`src/rtl/stalloc_pkg.sv`:
```
`default_nettype none
package stalloc_pkg;

  localparam int ADDR_W = 25;
  localparam int CALC_W = ADDR_W + 2;
  localparam logic [13:0] BASE_SPAN = 14'd10001;

  localparam logic [1:0] CMD_CREATE  = 2'd0;
  localparam logic [1:0] CMD_ACCESS  = 2'd1;
  localparam logic [1:0] CMD_DESTROY = 2'd2;
  localparam logic [1:0] CMD_COMPACT = 2'd3;

  localparam logic [1:0] STAT_OK       = 2'd0;
  localparam logic [1:0] STAT_FAULT    = 2'd1;
  localparam logic [1:0] STAT_OVERLOAD = 2'd2;

  localparam logic KIND_ANSWER = 1'b0;
  localparam logic KIND_MOVE   = 1'b1;

  localparam logic REG_FIT_POLICY  = 1'b0;
  localparam logic REG_MEMORY_SIZE = 1'b1;

  localparam logic POLICY_FIRST = 1'b0;

  typedef enum logic [2:0] {
    S_IDLE, S_READ, S_PROC, S_MOVE, S_DONE, S_INSERT, S_ANSWER
  } state_t;

  typedef enum logic [2:0] {
    PH_FIT, PH_COMPACT, PH_NUM, PH_SHIFT, PH_ACCESS, PH_DESTROY
  } phase_t;

  typedef struct packed {
    logic [15:0]       owner;
    logic [5:0]        number;
    logic [13:0]       lbase;
    logic [ADDR_W-1:0] length;
    logic [ADDR_W-1:0] start;
  } entry_t;

  typedef struct packed {
    logic        kind;
    logic [1:0]  status;
    logic [19:0] addr;
    logic [13:0] base;
    logic [5:0]  num;
    logic [19:0] src;
    logic [20:0] len;
    logic        last;
  } result_t;

  function automatic logic [13:0] fold_base(input logic [13:0] b);
    return (b >= BASE_SPAN) ? b - BASE_SPAN : b;
  endfunction

endpackage
`default_nettype wire

```
`src/rtl/segment_table_allocator.sv`:
```
// each pass over the segment table reads an entry (S_READ), then processes or updates it (S_PROC)
// create: fit, numbering and shift passes, then an insert; a failed fit adds a compaction pass
// that emits move results and can stall on the output; create on a full table goes straight to the answer
// access check: one pass that stops at the match; destroy: one pass; compact: one pass plus moves and stalls
// commands: one at a time, the next accepted while the answer waits in the output register
// reset: synchronous, clears the table count (table empty) and sets first fit and full memory
`default_nettype none
module segment_table_allocator
  import stalloc_pkg::*;
#(
  parameter int SEGMENT_SLOTS = 32,
  parameter int MAX_MEMORY_BYTES = 1048576
) (
  input  wire logic        clk,
  input  wire logic        rst,
  input  wire logic        s_axis_tvalid,
  output logic             s_axis_tready,
  input  wire logic [71:0] s_axis_tdata,  // process_id, segment_base, offset, length
  input  wire logic [1:0]  s_axis_tuser,  // command
  output logic             m_axis_tvalid,
  input  wire logic        m_axis_tready,
  output logic [87:0]      m_axis_tdata,  // status, physical_address, segment_base_res,
                                          // segment_number, move_source, move_length
  output logic [0:0]       m_axis_tuser,  // result_kind
  output logic             m_axis_tlast,
  input  wire logic        cfg_we,
  input  wire logic [0:0]  cfg_index,
  input  wire logic [20:0] cfg_data
);

  logic fit_policy;
  logic [20:0] memory_size;
  logic out_free, res_load;
  result_t res, out_reg;

  always_ff @(posedge clk) begin
    if (rst) begin
      fit_policy <= POLICY_FIRST;
      memory_size <= 21'd1048576;
    end else if (cfg_we) begin
      unique case (cfg_index)
        REG_FIT_POLICY:  fit_policy <= cfg_data[0];
        REG_MEMORY_SIZE: memory_size <= cfg_data;
        default: ;
      endcase
    end
  end

  assign out_free = !m_axis_tvalid || m_axis_tready;

  stalloc_ctrl #(
    .SEGMENT_SLOTS(SEGMENT_SLOTS),
    .MAX_MEMORY_BYTES(MAX_MEMORY_BYTES)
  ) u_ctrl (
    .clk(clk), .rst(rst),
    .fit_policy(fit_policy), .memory_size(memory_size),
    .in_valid(s_axis_tvalid), .in_ready(s_axis_tready),
    .in_command(s_axis_tuser),
    .in_process_id(s_axis_tdata[15:0]),
    .in_segment_base(s_axis_tdata[29:16]),
    .in_offset(s_axis_tdata[50:30]),
    .in_length(s_axis_tdata[71:51]),
    .out_free(out_free), .res_load(res_load), .res(res)
  );

  always_ff @(posedge clk) begin
    if (rst) begin
      m_axis_tvalid <= 1'b0;
    end else if (res_load) begin
      m_axis_tvalid <= 1'b1;
    end else if (m_axis_tready) begin
      m_axis_tvalid <= 1'b0;
    end
  end

  always_ff @(posedge clk) begin
    if (res_load) begin
      out_reg <= res;
    end
  end

  assign m_axis_tdata = {5'd0, out_reg.len, out_reg.src, out_reg.num, out_reg.base,
                         out_reg.addr, out_reg.status};
  assign m_axis_tuser = out_reg.kind;
  assign m_axis_tlast = out_reg.last;

`ifndef SYNTHESIS
  a_load_free: assert property (@(posedge clk) disable iff (rst)
    res_load |-> out_free) else $error("result loaded over a pending transaction");
  a_busy_after_accept: assert property (@(posedge clk) disable iff (rst)
    s_axis_tvalid && s_axis_tready |=> !s_axis_tready)
    else $error("input taken twice without processing");
  a_move_not_last: assert property (@(posedge clk) disable iff (rst)
    res_load && res.kind == KIND_MOVE |-> !res.last) else $error("move marked last");
  a_answer_last: assert property (@(posedge clk) disable iff (rst)
    res_load && res.kind == KIND_ANSWER |-> res.last) else $error("answer not marked last");
`endif

endmodule
`default_nettype wire

```
`src/rtl/stalloc_mem.sv`:
```
`default_nettype none
module stalloc_mem
  import stalloc_pkg::*;
#(
  parameter int DEPTH = 32,
  parameter int IW = 5
) (
  input  wire logic          clk,
  input  wire logic          we,
  input  wire logic [IW-1:0] waddr,
  input  wire entry_t        wdata,
  input  wire logic          re,
  input  wire logic [IW-1:0] raddr,
  output entry_t             rdata
);

  entry_t ram [DEPTH];

  always_ff @(posedge clk) begin
    if (we) begin
      ram[waddr] <= wdata;
    end
  end

  always_ff @(posedge clk) begin
    if (re) begin
      rdata <= ram[raddr];
    end
  end

endmodule
`default_nettype wire

```
`src/rtl/stalloc_ctrl.sv`:
```
`default_nettype none
module stalloc_ctrl
  import stalloc_pkg::*;
#(
  parameter int SEGMENT_SLOTS = 32,
  parameter int MAX_MEMORY_BYTES = 1048576
) (
  input  wire logic        clk,
  input  wire logic        rst,
  input  wire logic        fit_policy,
  input  wire logic [20:0] memory_size,
  input  wire logic        in_valid,
  output logic             in_ready,
  input  wire logic [1:0]  in_command,
  input  wire logic [15:0] in_process_id,
  input  wire logic [13:0] in_segment_base,
  input  wire logic [20:0] in_offset,
  input  wire logic [20:0] in_length,
  input  wire logic        out_free,
  output logic             res_load,
  output result_t          res
);

  localparam int IW = (SEGMENT_SLOTS > 1) ? $clog2(SEGMENT_SLOTS) : 1;
  localparam int CNTW = $clog2(SEGMENT_SLOTS + 1);
  localparam logic [CNTW-1:0] SLOTS_C = CNTW'(SEGMENT_SLOTS);
  localparam logic [CALC_W-1:0] MAX_C = CALC_W'(MAX_MEMORY_BYTES);

  state_t state, state_next;
  phase_t phase;
  logic [CNTW-1:0] count, idx, wj, at;
  logic at_found, have, found;
  logic [CALC_W-1:0] cursor, pos;
  logic signed [CALC_W-1:0] best;
  logic [6:0] num;
  logic [1:0] cmd;
  logic [15:0] pid;
  logic [13:0] base;
  logic [20:0] off, len;
  logic [1:0] ans_status;
  logic [19:0] ans_addr;
  logic [13:0] ans_base;
  logic [5:0] ans_num;

  logic mem_we, mem_re;
  logic [IW-1:0] mem_waddr, mem_raddr;
  entry_t mem_wdata, e;

  stalloc_mem #(.DEPTH(SEGMENT_SLOTS), .IW(IW)) u_mem (
    .clk(clk), .we(mem_we), .waddr(mem_waddr), .wdata(mem_wdata),
    .re(mem_re), .raddr(mem_raddr), .rdata(e)
  );

  logic [CALC_W-1:0] mem_c, len_c, e_start, e_len, e_end, acc_sum;
  logic signed [CALC_W-1:0] gap, tail, best_f;
  logic at_end, hole_fits, wf_take, fit_ok, cmp_ok, match, acc_fault, moved, accept;
  logic [CALC_W-1:0] fit_pos;

  assign mem_c = (CALC_W'(memory_size) > MAX_C) ? MAX_C : CALC_W'(memory_size);
  assign len_c = CALC_W'(len);
  assign e_start = CALC_W'(e.start);
  assign e_len = CALC_W'(e.length);
  assign e_end = e_start + e_len;
  assign gap = $signed(e_start) - $signed(cursor);
  assign tail = $signed(mem_c) - $signed(cursor);
  assign hole_fits = $signed(len_c) <= gap;
  assign wf_take = !have || (tail > best);
  assign best_f = wf_take ? tail : best;
  assign fit_ok = (fit_policy == POLICY_FIRST) ? (found || ($signed(len_c) <= tail))
                                               : (best_f >= $signed(len_c));
  assign fit_pos = (fit_policy == POLICY_FIRST) ? (found ? pos : cursor)
                                                : (wf_take ? cursor : pos);
  assign cmp_ok = $signed(len_c) <= tail;
  assign match = (e.owner == pid) && (e.lbase == base);
  assign acc_sum = CALC_W'(off) + CALC_W'(len);
  assign acc_fault = acc_sum > e_len;
  assign moved = e_start != cursor;
  assign at_end = (phase == PH_SHIFT) ? (idx == at) : (idx == count);
  assign accept = in_valid && in_ready;

  always_comb begin
    state_next = state;
    unique case (state)
      S_IDLE: begin
        if (accept) begin
          if (in_command == CMD_CREATE && count >= SLOTS_C) state_next = S_ANSWER;
          else state_next = S_READ;
        end
      end
      S_READ: state_next = at_end ? S_DONE : S_PROC;
      S_PROC: begin
        state_next = S_READ;
        if (phase == PH_FIT && fit_policy == POLICY_FIRST && hole_fits) state_next = S_DONE;
        if (phase == PH_COMPACT && moved) state_next = S_MOVE;
        if (phase == PH_ACCESS && match) state_next = S_ANSWER;
      end
      S_MOVE: state_next = out_free ? S_READ : S_MOVE;
      S_DONE: begin
        unique case (phase)
          PH_FIT:     state_next = S_READ;
          PH_COMPACT: state_next = (cmd == CMD_CREATE && cmp_ok) ? S_READ : S_ANSWER;
          PH_NUM:     state_next = S_READ;
          PH_SHIFT:   state_next = S_INSERT;
          default:    state_next = S_ANSWER;
        endcase
      end
      S_INSERT: state_next = S_ANSWER;
      S_ANSWER: state_next = out_free ? S_IDLE : S_ANSWER;
      default:  state_next = S_IDLE;
    endcase
  end

  always_comb begin
    in_ready = state == S_IDLE;
    mem_re = (state == S_READ) && !at_end;
    mem_raddr = (phase == PH_SHIFT) ? IW'(idx - 1'b1) : idx[IW-1:0];
    mem_we = 1'b0;
    mem_waddr = idx[IW-1:0];
    mem_wdata = e;
    if (state == S_PROC) begin
      if (phase == PH_COMPACT && moved) begin
        mem_we = 1'b1;
        mem_wdata.start = cursor[ADDR_W-1:0];
      end
      if (phase == PH_SHIFT) mem_we = 1'b1;
      if (phase == PH_DESTROY && e.owner != pid) begin
        mem_we = 1'b1;
        mem_waddr = wj[IW-1:0];
      end
    end
    if (state == S_INSERT) begin
      mem_we = 1'b1;
      mem_waddr = at[IW-1:0];
      mem_wdata.owner = pid;
      mem_wdata.number = num[5:0];
      mem_wdata.lbase = base;
      mem_wdata.length = len_c[ADDR_W-1:0];
      mem_wdata.start = pos[ADDR_W-1:0];
    end
    res = '0;
    res_load = 1'b0;
    if (state == S_MOVE) begin
      res_load = out_free;
      res.kind = KIND_MOVE;
      res.status = STAT_OK;
      res.addr = cursor[19:0];
      res.src = e.start[19:0];
      res.len = e.length[20:0];
    end
    if (state == S_ANSWER) begin
      res_load = out_free;
      res.kind = KIND_ANSWER;
      res.status = ans_status;
      res.addr = ans_addr;
      res.base = ans_base;
      res.num = ans_num;
      res.last = 1'b1;
    end
  end

  always_ff @(posedge clk) begin
    if (rst) begin
      state <= S_IDLE;
      phase <= PH_FIT;
      count <= '0;
    end else begin
      state <= state_next;
      unique case (state)
        S_IDLE: begin
          if (accept) begin
            cmd <= in_command;
            pid <= in_process_id;
            base <= fold_base(in_segment_base);
            off <= in_offset;
            len <= in_length;
            idx <= '0;
            wj <= '0;
            cursor <= '0;
            have <= 1'b0;
            found <= 1'b0;
            ans_status <= STAT_OVERLOAD;
            ans_addr <= '0;
            ans_base <= '0;
            ans_num <= '0;
            unique case (in_command)
              CMD_CREATE:  phase <= PH_FIT;
              CMD_ACCESS:  phase <= PH_ACCESS;
              CMD_DESTROY: phase <= PH_DESTROY;
              default:     phase <= PH_COMPACT;
            endcase
          end
        end
        S_PROC: begin
          unique case (phase)
            PH_FIT: begin
              if (fit_policy == POLICY_FIRST) begin
                if (hole_fits) begin
                  found <= 1'b1;
                  pos <= cursor;
                end else begin
                  cursor <= e_end;
                  idx <= idx + 1'b1;
                end
              end else begin
                if (!have || gap > best) begin
                  best <= gap;
                  pos <= cursor;
                  have <= 1'b1;
                end
                cursor <= e_end;
                idx <= idx + 1'b1;
              end
            end
            PH_COMPACT: begin
              if (!moved) begin
                cursor <= e_end;
                idx <= idx + 1'b1;
              end
            end
            PH_NUM: begin
              if (e.owner == pid && {1'b0, e.number} >= num) num <= {1'b0, e.number} + 7'd1;
              if (!at_found && e_start > pos) begin
                at <= idx;
                at_found <= 1'b1;
              end
              idx <= idx + 1'b1;
            end
            PH_SHIFT: idx <= idx - 1'b1;
            PH_ACCESS: begin
              if (match) begin
                ans_status <= acc_fault ? STAT_FAULT : STAT_OK;
                ans_addr <= acc_fault ? 20'd0 : 20'(e_start + CALC_W'(off));
              end else begin
                idx <= idx + 1'b1;
              end
            end
            default: begin
              if (e.owner != pid) wj <= wj + 1'b1;
              idx <= idx + 1'b1;
            end
          endcase
        end
        S_MOVE: begin
          if (out_free) begin
            cursor <= cursor + e_len;
            idx <= idx + 1'b1;
          end
        end
        S_DONE: begin
          unique case (phase)
            PH_FIT: begin
              idx <= '0;
              if (fit_ok) begin
                phase <= PH_NUM;
                pos <= fit_pos;
                num <= '0;
                at <= count;
                at_found <= 1'b0;
              end else begin
                phase <= PH_COMPACT;
                cursor <= '0;
              end
            end
            PH_COMPACT: begin
              if (cmd == CMD_CREATE) begin
                if (cmp_ok) begin
                  phase <= PH_NUM;
                  idx <= '0;
                  pos <= cursor;
                  num <= '0;
                  at <= count;
                  at_found <= 1'b0;
                end
              end else begin
                ans_status <= STAT_OK;
                ans_addr <= cursor[19:0];
              end
            end
            PH_NUM: begin
              phase <= PH_SHIFT;
              idx <= count;
            end
            PH_SHIFT: ;
            PH_ACCESS: ans_status <= STAT_FAULT;
            default: begin
              count <= wj;
              ans_status <= STAT_OK;
            end
          endcase
        end
        S_INSERT: begin
          count <= count + 1'b1;
          ans_status <= STAT_OK;
          ans_addr <= pos[19:0];
          ans_base <= base;
          ans_num <= num[5:0];
        end
        default: ;
      endcase
    end
  end

endmodule
`default_nettype wire
```
`config.mk`:
```
export PLATFORM = sky130hd
export DESIGN_NAME = segment_table_allocator
export DESIGN_NICKNAME = d
export VERILOG_FILES = /design/src/rtl/stalloc_pkg.sv /design/src/rtl/segment_table_allocator.sv /design/src/rtl/stalloc_mem.sv /design/src/rtl/stalloc_ctrl.sv
export SDC_FILE = /design/constraint.sdc
export NUM_CORES = 2
export LEC_CHECK = 0
export BUFFER_PORTS_ARGS = -buffer_cell sky130_fd_sc_hd__buf_2
export CAP_MARGIN = 20
export CORE_ASPECT_RATIO = 2
export CORE_MARGIN = 2
export CORE_UTILIZATION = 25
export DETAILED_ROUTE_END_ITERATION = 10
export PLACE_DENSITY = 0.36
export SETUP_SLACK_MARGIN = 0.5
export SYNTH_ARGS = -nofsm -noshare
export SYNTH_HDL_FRONTEND = slang
export SYNTH_HIERARCHICAL = 1
export SYNTH_SLANG_ARGS = --single-unit
export TNS_END_PERCENT = 20
```
`constraint.sdc`:
```
create_clock -name clk -period 17.27 [get_ports clk]
set_clock_uncertainty 0.15 [all_clocks]
set_input_delay 5.181 -clock clk [delete_from_list [all_inputs] [get_ports clk]]
set_output_delay 5.181 -clock clk [all_outputs]
set_load 0.02 [all_outputs]
```
==> run_results.csv <==
group,metric,value,unit
run_status,status,"complete, no violations",
yosys,synth_edf_count,3148,
power,p_leak,0.0514,µW
yosys,synthXorXnorAreaFrac,0.0114,
power,p_per_area,118,nW/µm²
grt,first_global_vias,79900,
drt,drc,0,
yosys,yosysSeqAreaShare,0.710,
clocking,post_cts.repair.setup_buffers,0,
die,ios,193,
sta,period_minus_slack,10.32,ns
clocking,cts_sinks,3183,
layout,layout.nets,8718,
setup_path,path_max_fanout,39,
layout,drive_gt1_frac,0.170,
setup_path,crit_type,"reg -> reg",
drt,avgRoutedWirePerCell,33.6,µm
yosys,synth_compound_area_frac,0.0702,
setup_path,max_stage_delay,1.00,ns
sta,max_slew_margin,0.112,
sta,rsz0062_at_grt,"no",
grt,grt_max_degree,107,
layout,fin_cells,15600,
grt,grt-ovfl-total,0,
yosys,ys_ff_latch,3183,
clocking,cts_root_buf,"clkbuf_16",
drt,routed_wl,526000,µm
yosys,syn_area,134000,µm²
setup_path,arrival,10.74,ns
setup_path,end_kind,"flop",
placed_design,dp_hpwl,321000,µm
sta,hold_viol,0,
placed_design,io_buffers,187,
die,num_rows,380,
yosys,yosys_warnings,6,
drt,route.vias.total,76000,
yosys,syn_avg_cell_area,16.9,µm²
sta,fmax,96.9,MHz
setup_path,cpMaxStageDelayCell,"o31ai_1",
yosys,synthArstFlopShare,0,
run,drv_cap,0,
clocking,cts_buffers,302,
clocking,ctsHoldBuffers,0,
sta,post-route-period-util,0.597,
sta,setup_viol,0,
yosys,syn-instance-count,7914,
yosys,synth_cell_types,111,
grt,grt_usage,0.189,
die,coreArea,535000,µm²
yosys,yosys.area_share.adder,0.0306,
die,dieWidth,522,µm
die,floorplan.die_area,543000,µm²
drt,via_per_inst,4.87,
clocking,ctsResizeCount,0,
drt,antenna_left,0,
sta,drv_slew,0,
yosys,yosys.area_share.simple,0.0445,
layout,fin_util,0.290,
setup_path,regToRegSetupSlack,6.95,ns
placed_design,dp.cells,15100,
grt,antenna_found_initial,30,
worst_hold_path,holdCritPathClass,"reg -> reg",
power,p_total,18200,µW
clocking,h-tree-depth,5,
layout,final_common_cell,"edfxtp_1",
sta,fin_setup_tns,0,ns
drt,drt_iter0_drc,5625,
sta,tightest_slew,1.33,ns
setup_path,cp.required,17.70,ns
yosys,synth_top_family_by_area,"multiplexers",
die,initial_core_util,0.251,
sta,holdWs,0.366,ns
power,ir_drop,0.0751,mV
yosys,synth_mux_area_frac,0.113,
clocking,cts_tree,"done",
drt,drtPass1Iterations,6,
grt,grt_pass1_wl,704000,µm
setup_path,cpMostUsedCell,"o21ai_0",
clocking,clock_latency,0.95,ns
clocking,clk_pin_slew,0.07,ns
yosys,yosys_most_used_dff,"edfxtp_1",
layout,areaGrowthSynthToFinish,15.5,%
clocking,cts_buffer_depth,4,
setup_path,start_kind,"flop",
placed_design,routabilityCongestion,0.931,
die,die_h,1040,µm
layout,final_cell_mix,"3148 x edfxtp_1, 729 x mux2i_1, 450 x a22oi_1, 345 x mux4_2, 318 x ha_1",
state kept, by name, indices dropped and copies added, names as in the netlist, 7 cells and up:
signal / count
u_ctrl/num: 7
u_ctrl/base: 14
u_ctrl/u_mem/ram: 2752
u_ctrl/cursor: 27
m_axis_tdata: 83
u_ctrl/ans_addr: 20
u_ctrl/ans_base: 14
u_ctrl/pid: 16
u_ctrl/len: 21
memory_size: 21
u_ctrl/u_mem/rdata: 86
u_ctrl/pos: 27
u_ctrl/off: 21
u_ctrl/best: 27
Yosys cell counts, drive strengths merged, types with 10 or more instances:
| cell type | instances | area (µm²) |
|---|---|---|
| nor4 | 23 | 171 |
| o211ai | 13 | 108 |
| dfxtp | 35 | 701 |
| a22o | 54 | 473 |
| o221ai | 18 | 158 |
| mux2i | 729 | 7300 |
| edfxtp | 3148 | 94500 |
| nor3 | 59 | 305 |
| o21a | 40 | 308 |
| o21bai | 18 | 139 |
| nand3b | 10 | 75.1 |
| inv | 228 | 856 |
| xor2 | 75 | 657 |
| a22oi | 451 | 3390 |
| a211o | 10 | 87.6 |
| nand2b | 25 | 156 |
| ha | 318 | 3980 |
| o31ai | 13 | 116 |
| a31oi | 72 | 450 |
| clkbuf | 176 | 663 |
| or3 | 20 | 125 |
| xnor2 | 98 | 873 |
| nand3 | 244 | 1270 |
| and3 | 49 | 312 |
| nor2 | 243 | 915 |
| a21oi | 192 | 991 |
| buf | 209 | 1230 |
| a21bo | 19 | 190 |
| nor2b | 51 | 327 |
| a211oi | 34 | 280 |
| nand2 | 292 | 1100 |
| o21ai | 205 | 1030 |
| nand4 | 88 | 557 |
| mux4 | 345 | 7770 |
| and2 | 57 | 357 |
| a21o | 116 | 872 |
metal layers:
layer,GRT usage,vias up,share of wire
li1,-,32400,-
met4,0.0766,10,0.046
met3,0.0163,601,0.028
met1,0.206,41200,0.37
met2,0.370,1782,0.55
met5,0,-,0.00013
layout make-up:
cell class	instances	area (µm²)
sequential	3183	95200
timing repair buffer	456	3290
tap	7067	8840
clock inverter	162	1680
antenna	27	67.6
inverter	229	860
clock buffer	374	7910
fill	53100	380000
multi-input combinational	4121	37000
critical path, delay by kind of cell (launching register included):
kind                     cells  cell delay [ns]
AND/OR/NAND/NOR             10             2.10
XOR/XNOR                     1             0.16
adder cells (fa/ha/maj)      3             0.78
multiplexers                 1             0.35
AO/OA/AOI/OAI               18             5.15
flip-flops                   1             0.32
buffers and inverters        2             0.81
worst paths after layout:
check                      to             from  cells past startpoint
max          u_ctrl/cursor[2]  memory_size[15]                     35
min            memory_size[0]   memory_size[0]                      2
max reg2reg  u_ctrl/cursor[2]  memory_size[15]                     35
min reg2reg    memory_size[0]   memory_size[0]                      2
kinds of logic after synthesis:
| family | count (synthesis) |
|---|---|
| flops | 3183 |
| compound gates | 1342 |
| simple gates | 1199 |
| mux | 1078 |
| buf+inv | 614 |
| fa+ha+maj | 324 |
| xor+xnor | 173 |
| other cells | 1 |
per-stage QoR:
stage | worst slack (ns) | instance area [µm²]
2_1_floorplan | 6.63 | 134000
3_3_place_gp | 7.02 | 145000
3_5_place_dp | 7.10 | 145000
4_1_cts | 7.03 | 155000
5_1_grt | 6.44 | 155000
6_report | 6.95 | 155000
power by group:
| part | internal [µW] | total, µW | switching (µW) |
|---|---|---|---|
| Sequential | 8820 | 8940 | 121 |
| Clock | 3620 | 6730 | 3110 |
| Combinational | 799 | 2560 | 1760 |
| Total | 13200 | 18200 | 5000 |
(Power assumes the default switching activity.)
